## config.mk

```make
export PLATFORM = sky130hd
export DESIGN_NAME = sasc_ctrl
export DESIGN_NICKNAME = d
export VERILOG_FILES = /design/src/hdl/sasc_pkg.sv /design/src/hdl/sasc_ctrl.sv
export SDC_FILE = /design/constraint.sdc
export NUM_CORES = 1
export LEC_CHECK = 0
export ABC_CLOCK_PERIOD_IN_PS = 3300
export BUFFER_PORTS_ARGS = -buffer_cell sky130_fd_sc_hd__buf_2
export CAP_MARGIN = 20
export CORE_AREA = 3 3 40 42
export DETAILED_ROUTE_END_ITERATION = 10
export DIE_AREA = 0 0 43 45
export GPL_TIMING_DRIVEN = 0
export PLACE_DENSITY = 0.58
export SYNTH_ARGS = -nofsm -noshare
export SYNTH_HDL_FRONTEND = slang
export SYNTH_SLANG_ARGS = --single-unit
```

## constraint.sdc

```tcl
create_clock -name clk_i -period 3.3 [get_ports clk_i]
set_clock_uncertainty 0.2 [all_clocks]
set_input_delay 0.33 -clock clk_i [delete_from_list [all_inputs] [get_ports clk_i]]
set_output_delay 0.33 -clock clk_i [all_outputs]
set_load 0.02 [all_outputs]
```

## src/hdl/sasc_pkg.sv

```systemverilog
// Shared constants, command/status types and address helper for the
// suffix automaton substring checker. No dependencies.
package sasc_pkg;

  localparam int MAX_TEXT   = 4096;
  localparam int ALPHABET   = 26;
  localparam int MAX_STATES = 2 * MAX_TEXT;
  localparam int SW         = $clog2(MAX_STATES);      // state index width
  localparam int CW         = SW + 1;                  // state count width
  localparam int SYW        = 5;                       // symbol port width
  localparam int IW         = $clog2(ALPHABET);        // row sweep index width
  localparam int TDEPTH     = MAX_STATES * ALPHABET;
  localparam int TAW        = $clog2(TDEPTH);

  // datapath operations
  localparam logic [3:0] OP_NONE   = 4'd0;
  localparam logic [3:0] OP_INIT   = 4'd1;
  localparam logic [3:0] OP_ACCEPT = 4'd2;
  localparam logic [3:0] OP_QRES   = 4'd3;
  localparam logic [3:0] OP_NEWLEN = 4'd4;
  localparam logic [3:0] OP_CLR    = 4'd5;
  localparam logic [3:0] OP_RDP    = 4'd6;
  localparam logic [3:0] OP_CHK    = 4'd7;
  localparam logic [3:0] OP_LENQ   = 4'd8;
  localparam logic [3:0] OP_COPY   = 4'd9;
  localparam logic [3:0] OP_RED1   = 4'd10;
  localparam logic [3:0] OP_RED2   = 4'd11;
  localparam logic [3:0] OP_RED3   = 4'd12;
  localparam logic [3:0] OP_FIN1   = 4'd13;
  localparam logic [3:0] OP_FIN2   = 4'd14;

  typedef struct packed {
    logic [3:0] op;
  } cmd_t;

  typedef struct packed {
    logic app_ok;     // append beat that extends the automaton
    logic is_query;
    logic edge_zero;  // edge(p,c) missing
    logic p_root;
    logic len_match;  // len[p]+1 == len[q]
    logic idx_last;   // row sweep at last symbol
    logic red_stop;   // edge(p,c) != q
    logic out_busy;
  } sts_t;

  function automatic logic [TAW-1:0] tr_addr(input logic [SW-1:0] st,
                                             input logic [SYW-1:0] sym);
    tr_addr = TAW'(st) * TAW'(ALPHABET) + TAW'(sym);
  endfunction

endpackage

```

## src/hdl/sasc_ctrl.sv

```systemverilog
// Sequencer for the suffix automaton checker: input handshake and step order.
// Depends on sasc_pkg.
module sasc_ctrl (
  input  logic          clk_i,
  input  logic          rst_ni,
  input  logic          in_valid_i,
  input  logic          kind_i,
  input  logic          last_symbol_i,
  output logic          in_stall_o,
  input  sasc_pkg::sts_t sts_i,
  output sasc_pkg::cmd_t cmd_o
);

  localparam logic [3:0] S_INIT   = 4'd0;
  localparam logic [3:0] S_IDLE   = 4'd1;
  localparam logic [3:0] S_QWAIT  = 4'd2;
  localparam logic [3:0] S_NEWLEN = 4'd3;
  localparam logic [3:0] S_CLR    = 4'd4;
  localparam logic [3:0] S_RDP    = 4'd5;
  localparam logic [3:0] S_CHK    = 4'd6;
  localparam logic [3:0] S_LENQ   = 4'd7;
  localparam logic [3:0] S_COPY   = 4'd8;
  localparam logic [3:0] S_RED1   = 4'd9;
  localparam logic [3:0] S_RED2   = 4'd10;
  localparam logic [3:0] S_RED3   = 4'd11;
  localparam logic [3:0] S_FIN1   = 4'd12;
  localparam logic [3:0] S_FIN2   = 4'd13;

  logic [3:0] state_q, state_d;
  logic       accept;

  // in idle, only a closing query beat waits, and only for the result slot
  assign in_stall_o = (state_q != S_IDLE) || (sts_i.out_busy && kind_i && last_symbol_i);
  assign accept     = in_valid_i && !in_stall_o;

  always_comb begin
    state_d = state_q;
    cmd_o.op = sasc_pkg::OP_NONE;
    case (state_q)
      S_INIT: begin
        cmd_o.op = sasc_pkg::OP_INIT;
        if (sts_i.idx_last) state_d = S_IDLE;
      end
      S_IDLE: begin
        if (accept) begin
          cmd_o.op = sasc_pkg::OP_ACCEPT;
          if (sts_i.is_query)    state_d = S_QWAIT;
          else if (sts_i.app_ok) state_d = S_NEWLEN;
        end
      end
      S_QWAIT: begin
        cmd_o.op = sasc_pkg::OP_QRES;
        state_d  = S_IDLE;
      end
      S_NEWLEN: begin
        cmd_o.op = sasc_pkg::OP_NEWLEN;
        state_d  = S_CLR;
      end
      S_CLR: begin
        cmd_o.op = sasc_pkg::OP_CLR;
        if (sts_i.idx_last) state_d = S_RDP;
      end
      S_RDP: begin
        cmd_o.op = sasc_pkg::OP_RDP;
        state_d  = S_CHK;
      end
      S_CHK: begin
        cmd_o.op = sasc_pkg::OP_CHK;
        if (!sts_i.edge_zero)  state_d = S_LENQ;
        else if (sts_i.p_root) state_d = S_IDLE;
        else                   state_d = S_RDP;
      end
      S_LENQ: begin
        cmd_o.op = sasc_pkg::OP_LENQ;
        state_d  = sts_i.len_match ? S_IDLE : S_COPY;
      end
      S_COPY: begin
        cmd_o.op = sasc_pkg::OP_COPY;
        if (sts_i.idx_last) state_d = S_RED1;
      end
      S_RED1: begin
        cmd_o.op = sasc_pkg::OP_RED1;
        state_d  = sts_i.p_root ? S_FIN1 : S_RED2;
      end
      S_RED2: begin
        cmd_o.op = sasc_pkg::OP_RED2;
        state_d  = S_RED3;
      end
      S_RED3: begin
        cmd_o.op = sasc_pkg::OP_RED3;
        state_d  = sts_i.red_stop ? S_FIN1 : S_RED1;
      end
      S_FIN1: begin
        cmd_o.op = sasc_pkg::OP_FIN1;
        state_d  = S_FIN2;
      end
      S_FIN2: begin
        cmd_o.op = sasc_pkg::OP_FIN2;
        state_d  = S_IDLE;
      end
      default: state_d = S_IDLE;
    endcase
  end

  always_ff @(posedge clk_i or negedge rst_ni) begin
    if (!rst_ni) begin
      state_q <= S_INIT;
    end else begin
      state_q <= state_d;
    end
  end

  a_stall_busy: assert property (@(posedge clk_i) disable iff (!rst_ni)
    (state_q != S_IDLE) |-> in_stall_o) else $error("beat accepted while busy");
  a_init_exit: assert property (@(posedge clk_i) disable iff (!rst_ni)
    (state_q == S_INIT && !sts_i.idx_last) |=> (state_q == S_INIT))
    else $error("root clear left early");
  a_query_path: assert property (@(posedge clk_i) disable iff (!rst_ni)
    (accept && sts_i.is_query) |=> (state_q == S_QWAIT))
    else $error("query beat lost");

endmodule

```

After elaboration in Yosys (flattened, before gate mapping)
Cells that the tools add are included.
{ "classes": {"eq_ne": 19, "mux": 14, "n_reduce_logical": 7} }
{ "op_table": {"columns": ["op", "count"], "rows": [
  ["$pmux 4 s14", 1],
  ["$pmux 4 s12", 1],
  ["$mux 4", 7],
  ["$eq 4x4->1 const B", 6],
  ["$eq 4x3->1 const B", 4],
  ["$mux 3", 4],
  ["$eq 4x2->1 const B", 2],
  ["$ne 2x2->1 const B", 4],
  ["$reduce_and 5->1", 1],
  ["$eq 4x1->1 const B", 1],
  ["$logic_not 4->1", 1],
  ["$ne 4x1->1 const B", 1],
  ["$logic_and 1x1->1", 3],
  ["$ne 3x3->1 const B", 1],
  ["$mux 2", 1],
  ["$logic_not 1->1", 1],
  ["$logic_or 1x1->1", 1]
]} }
{ "word_totals": {"regBits": 4, "in_bits": 13, "output_inout_bits": 5, "word_cells": 41} }

Depth between registers and ports, before layout
Gate-level depths: netlist of run 1.
{ "logic_depth": {"depth_word": 7, "depth_mapped": 6, "ltp_nobuf": 4} }

Worst setup path after synthesis of run 1
No wires, ideal clock.
{ "synth_path": {"path_kind": "reg-to-output", "start": "reg state_q[2]", "end": "out cmd_o[1] (netlist bit)", "t_arrival_ps": 1133, "required_ps": 2770, "setup_slack_ps": 1637, "path_stages_with_launch": 6, "path_buffers": 2, "path_cell_list": "dfrtp_1 buf_2 buf_2 nand2_1 nand2_1 o2bb2ai_1"} }
{ "synth_lines": {"columns": ["element", "line", "source"], "rows": [
  ["start, declared", "sasc_ctrl.sv:29", "logic [3:0] state_q, state_d;"],
  ["start signal, assigned", "sasc_ctrl.sv:109", "state_q <= state_d;"],
  ["end, declared", "sasc_ctrl.sv:11", "output sasc_pkg::cmd_t cmd_o"]
]} }

==> results.cfg, run 1 <==
[layout]
multi_input_comb_area_um2 = 285
drive_gt1_frac = 0.367
final_cell_mix = 22 x buf_2, 8 x nand2_1
largest_reg_flops = 4
nFillCells = 145
mostFrequentLayoutCell = buf_2
instances_no_fill = 94
top_regs = state_q: 4 flops
final_core_util = 0.440
n_antenna_cell = 0
seqCellArea_um2 = 100
top_register = state_q
area_delta_synth_final_pct = 31.8
nets = 94

[setup_path]
end_kind = primary output
arrival_ps = 1440
path_class = reg2out
crit_path_start = state_q[2]$_DFFE_PN0P_
required_ps = 2770
crit_path_start_kind = flip-flop
worstPathMaxFanout = 10
reg2reg_from = state_q[2]$_DFFE_PN0P_

[route]
wl_per_cell_um = 11.7
wirelength_um = 1100
first_iter_violations = 6
dr_total_vias = 496
dr.pass1.iters = 4
vias_per_cell = 5.28
drc = 0
drtAntennaViolNets = 0

[timing]
setup_tns_ps = 0
fin_hold_ws_ps = 104
drv_slew = 0
rsz0062_at_grt = no
tightest_slew_ps = 352
max_freq_ghz = 0.507
period_needed_ps = 1970
period_share = 0.597
slew_headroom = 0.759
finalHoldViolCount = 0
setup_viol = 0

[floorplan]
num_rows = 13
initial_core_util = 0.334
dieWidth_um = 43
dieHeight_um = 45
io_pins = 18
core_area_mm2 = 0.00128
die_area_mm2 = 0.00194

[synthesis]
ys_warn_count = 0
synth.cell_area_um2 = 429
yosys-top-cells-area = dfrtp_1 23%, nand2_1 7.0%, buf_2 5.8%
synth.distinct_cells = 28
synth_nets = 71
synth_top_area_cell = dfrtp_1
syn_area_per_cell_um2 = 7.40
ys_seq_area_frac = 0.233
synth-seq-cells = 4
synthCells = 58
yosys.area.top_type_share = 0.233

[placed_design]
portBuffers = 17
place_hpwl_um = 851
gp_congestion = 0.749
dp_cells = 90

[pwr]
vdd_drop_max_mv = 0.395
leakage_nw = 0.257
power.density_mw_per_mm2 = 1050

[outcome]
status = complete, no violations

[global_routing]
track_usage = 0.123
overflow = 0
grt_pass1_wl_um = 1820
antenna_found_initial = 0
grt_max_degree = 11
first_global_vias = 426

[clocking]
root_buffer = clkbuf_4
cts_made_buffers = 3
cts.clk_slew.worst_paths_ps = 40
h-tree-depth = 1
cts_sinks = 4
cts_resized = 0
clk_path_buf_depth = 2
clock_latency_ps = 240
cts_tree = yes

[hold_path]
min_path_type = in2reg
holdCritStartpoint = sts_i[3]

[flow_run]
maxCapViolations = 0
## power breakdown
part / internal (mW) / switching, mW
clock network: 0.0407 / 0.0206
registers: 0.0735 / 0.0129
logic: 0.184 / 0.262
total: 0.298 / 0.296
## cell type report
| type | count | share of cell area |
|---|---|---|
| timing repair buffer | 18 | 0.168 |
| sequential | 4 | 0.177 |
| multi-input combinational | 47 | 0.504 |
| tap | 15 | 0.0332 |
| clock buffer | 3 | 0.0398 |
| buffer | 7 | 0.0774 |
## timing repair
item / in CTS / in global routing
buffers inserted: 0 / 0
hold buffers: 1 / 0
endpoints found under the hold margin: 4 / 0
## path summary, 6_finish.rpt
check                                         end  cells after the start  slack [ps]
max                                      cmd_o[1]                      6        1330
min                        state_q[3]$_DFFE_PN0P_                      2         100
max reg2reg                state_q[1]$_DFFE_PN0P_                      6        1720
min reg2reg                state_q[0]$_DFFE_PN0P_                      2         410
max in group asynchronous  state_q[3]$_DFFE_PN0P_                      2        2560
min in group asynchronous  state_q[0]$_DFFE_PN0P_                      2         220
## critical path: stages, from the launching register on
cell and delay [ps]:
dfrtp_1 350, buf_2 160, buf_2 190, nor2_1 170
nand2_1 70, o2bb2ai_1 110, buf_2 150
## metrics by stage
step                      cell area, µm²  worst slack, ps  total power, mW
after global placement               533             1600            0.527
after detailed placement             533             1590            0.529
after global routing                 566             1230            0.650
after floorplan                      429             1640            0.430
after CTS                            566             1330            0.596
final                                566             1330            0.593
## cells in the mapped netlist
| cell | number |
|---|---|
| a2111oi_0 | 1 |
| a2111oi_2 | 1 |
| a21oi_1 | 3 |
| a22o_1 | 2 |
| a311o_1 | 1 |
| a311oi_1 | 1 |
| a31o_1 | 1 |
| a31oi_1 | 1 |
| and2_1 | 1 |
| buf_2 | 5 |
| buf_4 | 1 |
| buf_6 | 1 |
| dfrtp_1 | 4 |
| nand2_1 | 8 |
| nand2b_1 | 1 |
| nand2b_4 | 1 |
| nand3_1 | 2 |
| nor2_1 | 4 |
| nor2b_1 | 4 |
| nor3_1 | 2 |
| nor3b_1 | 1 |
| nor4_1 | 1 |
| o21a_1 | 1 |
| o21ai_0 | 3 |
| o21ai_1 | 4 |
| o22ai_1 | 1 |
| o2bb2ai_1 | 1 |
| o31ai_1 | 1 |
## per-layer routing
layer | routed length [µm] | part of all wire | track usage
met5 | 0 | 0 | 0
met2 | 501 | 0.45 | 0.180
met1 | 539 | 0.49 | 0.169
met3 | 50 | 0.045 | 0.0478
met4 | 10 | 0.0091 | 0.0361
## kinds of logic after synthesis
group / Yosys count / synth area share
simple gates: 25 / 0.303
compound gates: 22 / 0.362
buf+inv: 7 / 0.102
flops: 4 / 0.233
No activity file was read; power rests on OpenSTA's default activity.
==> run 2, diff against run 1 <==
ABC_CLOCK_PERIOD_IN_PS = 1670   (was 3300)
PLACE_DENSITY = 0.6   (was 0.58)
clock period = 1.67 ns   (was 3.3 ns; I/O delays follow)
==> run 2 against run 1 <==
Net effect:
- clock power rose by 95%
- worst setup slack got worse by 1300 ps
- register-to-register slack got worse by 1700 ps
- critical path type is now reg2reg
- core utilization up 12 points
- flip-flop and latch count stayed put
- clock-buffer cell count unchanged
- critical endpoint is now state_q[1]$_DFFE_PN0P_
- non-clock buffer count is 10 higher
- sequential share of layout area down 3.9 points
- first-iteration DRC count grew 130%
==> results.cfg, run 2 (synthesis results as in run 1) <==
[outcome]
status = complete, no violations

[hold_path]
min_path_type = in2reg
holdCritStartpoint = sts_i[2]

[timing]
period_share = 0.985
drv_slew = 0
max_freq_ghz = 0.608
period_needed_ps = 1640
fin_hold_ws_ps = 14.9
setup_ws_ps = 25.6
finalHoldViolCount = 0
setup_viol = 0
slew_headroom = 0.753
tightest_slew_ps = 362
rsz0062_at_grt = yes

[route]
first_iter_violations = 14
wirelength_um = 1280
dr_total_vias = 532
vias_per_cell = 5.12
dr.pass1.iters = 4
wl_per_cell_um = 12.3
drc = 0
drtAntennaViolNets = 0

[floorplan]
core_area_mm2 = 0.00128
num_rows = 13
die_area_mm2 = 0.00194
initial_core_util = 0.334
io_pins = 18
dieWidth_um = 43
dieHeight_um = 45

[setup_path]
reg2reg_from = state_q[1]$_DFFE_PN0P_
crit_path_start_kind = flip-flop
crit_path_start = state_q[1]$_DFFE_PN0P_
arrival_ps = 1570
end_kind = flip-flop
worstPathMaxFanout = 5
required_ps = 1590
path_class = reg2reg

[layout]
final_core_util = 0.565
n_antenna_cell = 0
nets = 104
mostFrequentLayoutCell = buf_2
top_register = state_q
area_delta_synth_final_pct = 69.1
final_cell_mix = 15 x buf_2, 10 x buf_4, 7 x nand2_1
design_area_um2 = 726
top_regs = state_q: 4 flops
drive_gt1_frac = 0.483
largest_reg_flops = 4

[pwr]
power_switching_share = 0.436
power.net_switching_uw = 686
power_mw = 1.57
p_comb_frac = 0.816
clkPwrFrac = 0.076
leakage_nw = 0.332
vdd_drop_max_mv = 0.971
intPower_uw = 888
pwr-share-seq = 0.107
power.density_mw_per_mm2 = 2170

[placed_design]
post_dp_cell_area_um2 = 533
preCtsSetupSlack_ps = 110
portBuffers = 17
place_hpwl_um = 798
gp_congestion = 0.751

[flow_run]
maxCapViolations = 0

[global_routing]
first_global_vias = 437
overflow = 0
track_usage = 0.121
grt_pass1_wl_um = 1730
antenna_found_initial = 0
grt_max_degree = 18

[clocking]
cts_tree = yes
h-tree-depth = 1
clk_path_buf_depth = 2
cts_made_buffers = 3
clock_latency_ps = 240
cts_sinks = 4
root_buffer = clkbuf_4
cts.clk_slew.worst_paths_ps = 40
-- run 2: changes by cell type in the layout (fill, tap and decap cells not counted), sizes merged --
cell         previous run  this run
buf                    24        32
clkbuf                  3         4
dlygate4sd3             1         2
-- run 2: final timing paths --
| path | slack (ps) | depth (start not counted) | end |
|---|---|---|---|
| setup / recovery | 30 | 5 | state_q[1]$_DFFE_PN0P_ |
| hold / removal | 10 | 3 | state_q[0]$_DFFE_PN0P_ |
| setup reg to reg | 30 | 5 | state_q[1]$_DFFE_PN0P_ |
| hold reg to reg | 500 | 3 | state_q[0]$_DFFE_PN0P_ |
| max in group asynchronous | 1070 | 2 | state_q[3]$_DFFE_PN0P_ |
| min in group asynchronous | 80 | 2 | state_q[1]$_DFFE_PN0P_ |
-- run 2: area by class of cell --
| cell class | instances | area [µm²] |
|---|---|---|
| multi-input cells | 47 | 307 |
| flip-flops and latches | 4 | 100 |
| fillers | 133 | 559 |
| clock buffers | 3 | 22.5 |
| plain buffers | 6 | 67.6 |
| well taps | 15 | 18.8 |
| repair buffers | 29 | 210 |
-- run 2: timing repair --
item,4_1_cts,5_1_grt
setup endpoints to repair,4,4
hold buffers,2,0
cloned,0,2
pin swaps,0,1
hold endpoints to repair,5,0
gates resized for setup,10,11
buffers inserted,3,5
-- run 2: critical path, cell delays in order, from the launching register on --
cell and delay [ps]:
dfrtp_1 360, buf_6 130, buf_4 150, a2111oi_0 380, nor4_1 140, and2_1 180
-- run 2: metrics by stage --
stage | setup TNS [ps] | instances
finish | 0 | 104
global route | -87.6 | 104
CTS | 0 | 97
detailed placement | 0 | 90
global placement | 0 | 90
floorplan | 0 | 58
-- run 2: power by group through the flow --
stage | sequential [mW] | clock [mW] | combinational, mW
2_1_floorplan | 0.164 | 0 | 0.685
3_3_place_gp | 0.168 | 0 | 0.872
3_5_place_dp | 0.168 | 0 | 0.872
4_1_cts | 0.163 | 0.125 | 0.994
5_1_grt | 0.175 | 0.137 | 1.38
6_report | 0.169 | 0.120 | 1.29
-- run 2: layer usage --
| layer | track usage | routed length, µm | vias up |
|---|---|---|---|
| met2 | 0.192 | 626 | 9 |
| met4 | 0.0904 | 14 | 0 |
| met1 | 0.146 | 609 | 243 |
| met3 | 0.0239 | 30 | 2 |
| met5 | 0 | 0 | - |
| li1 | - | - | 278 |
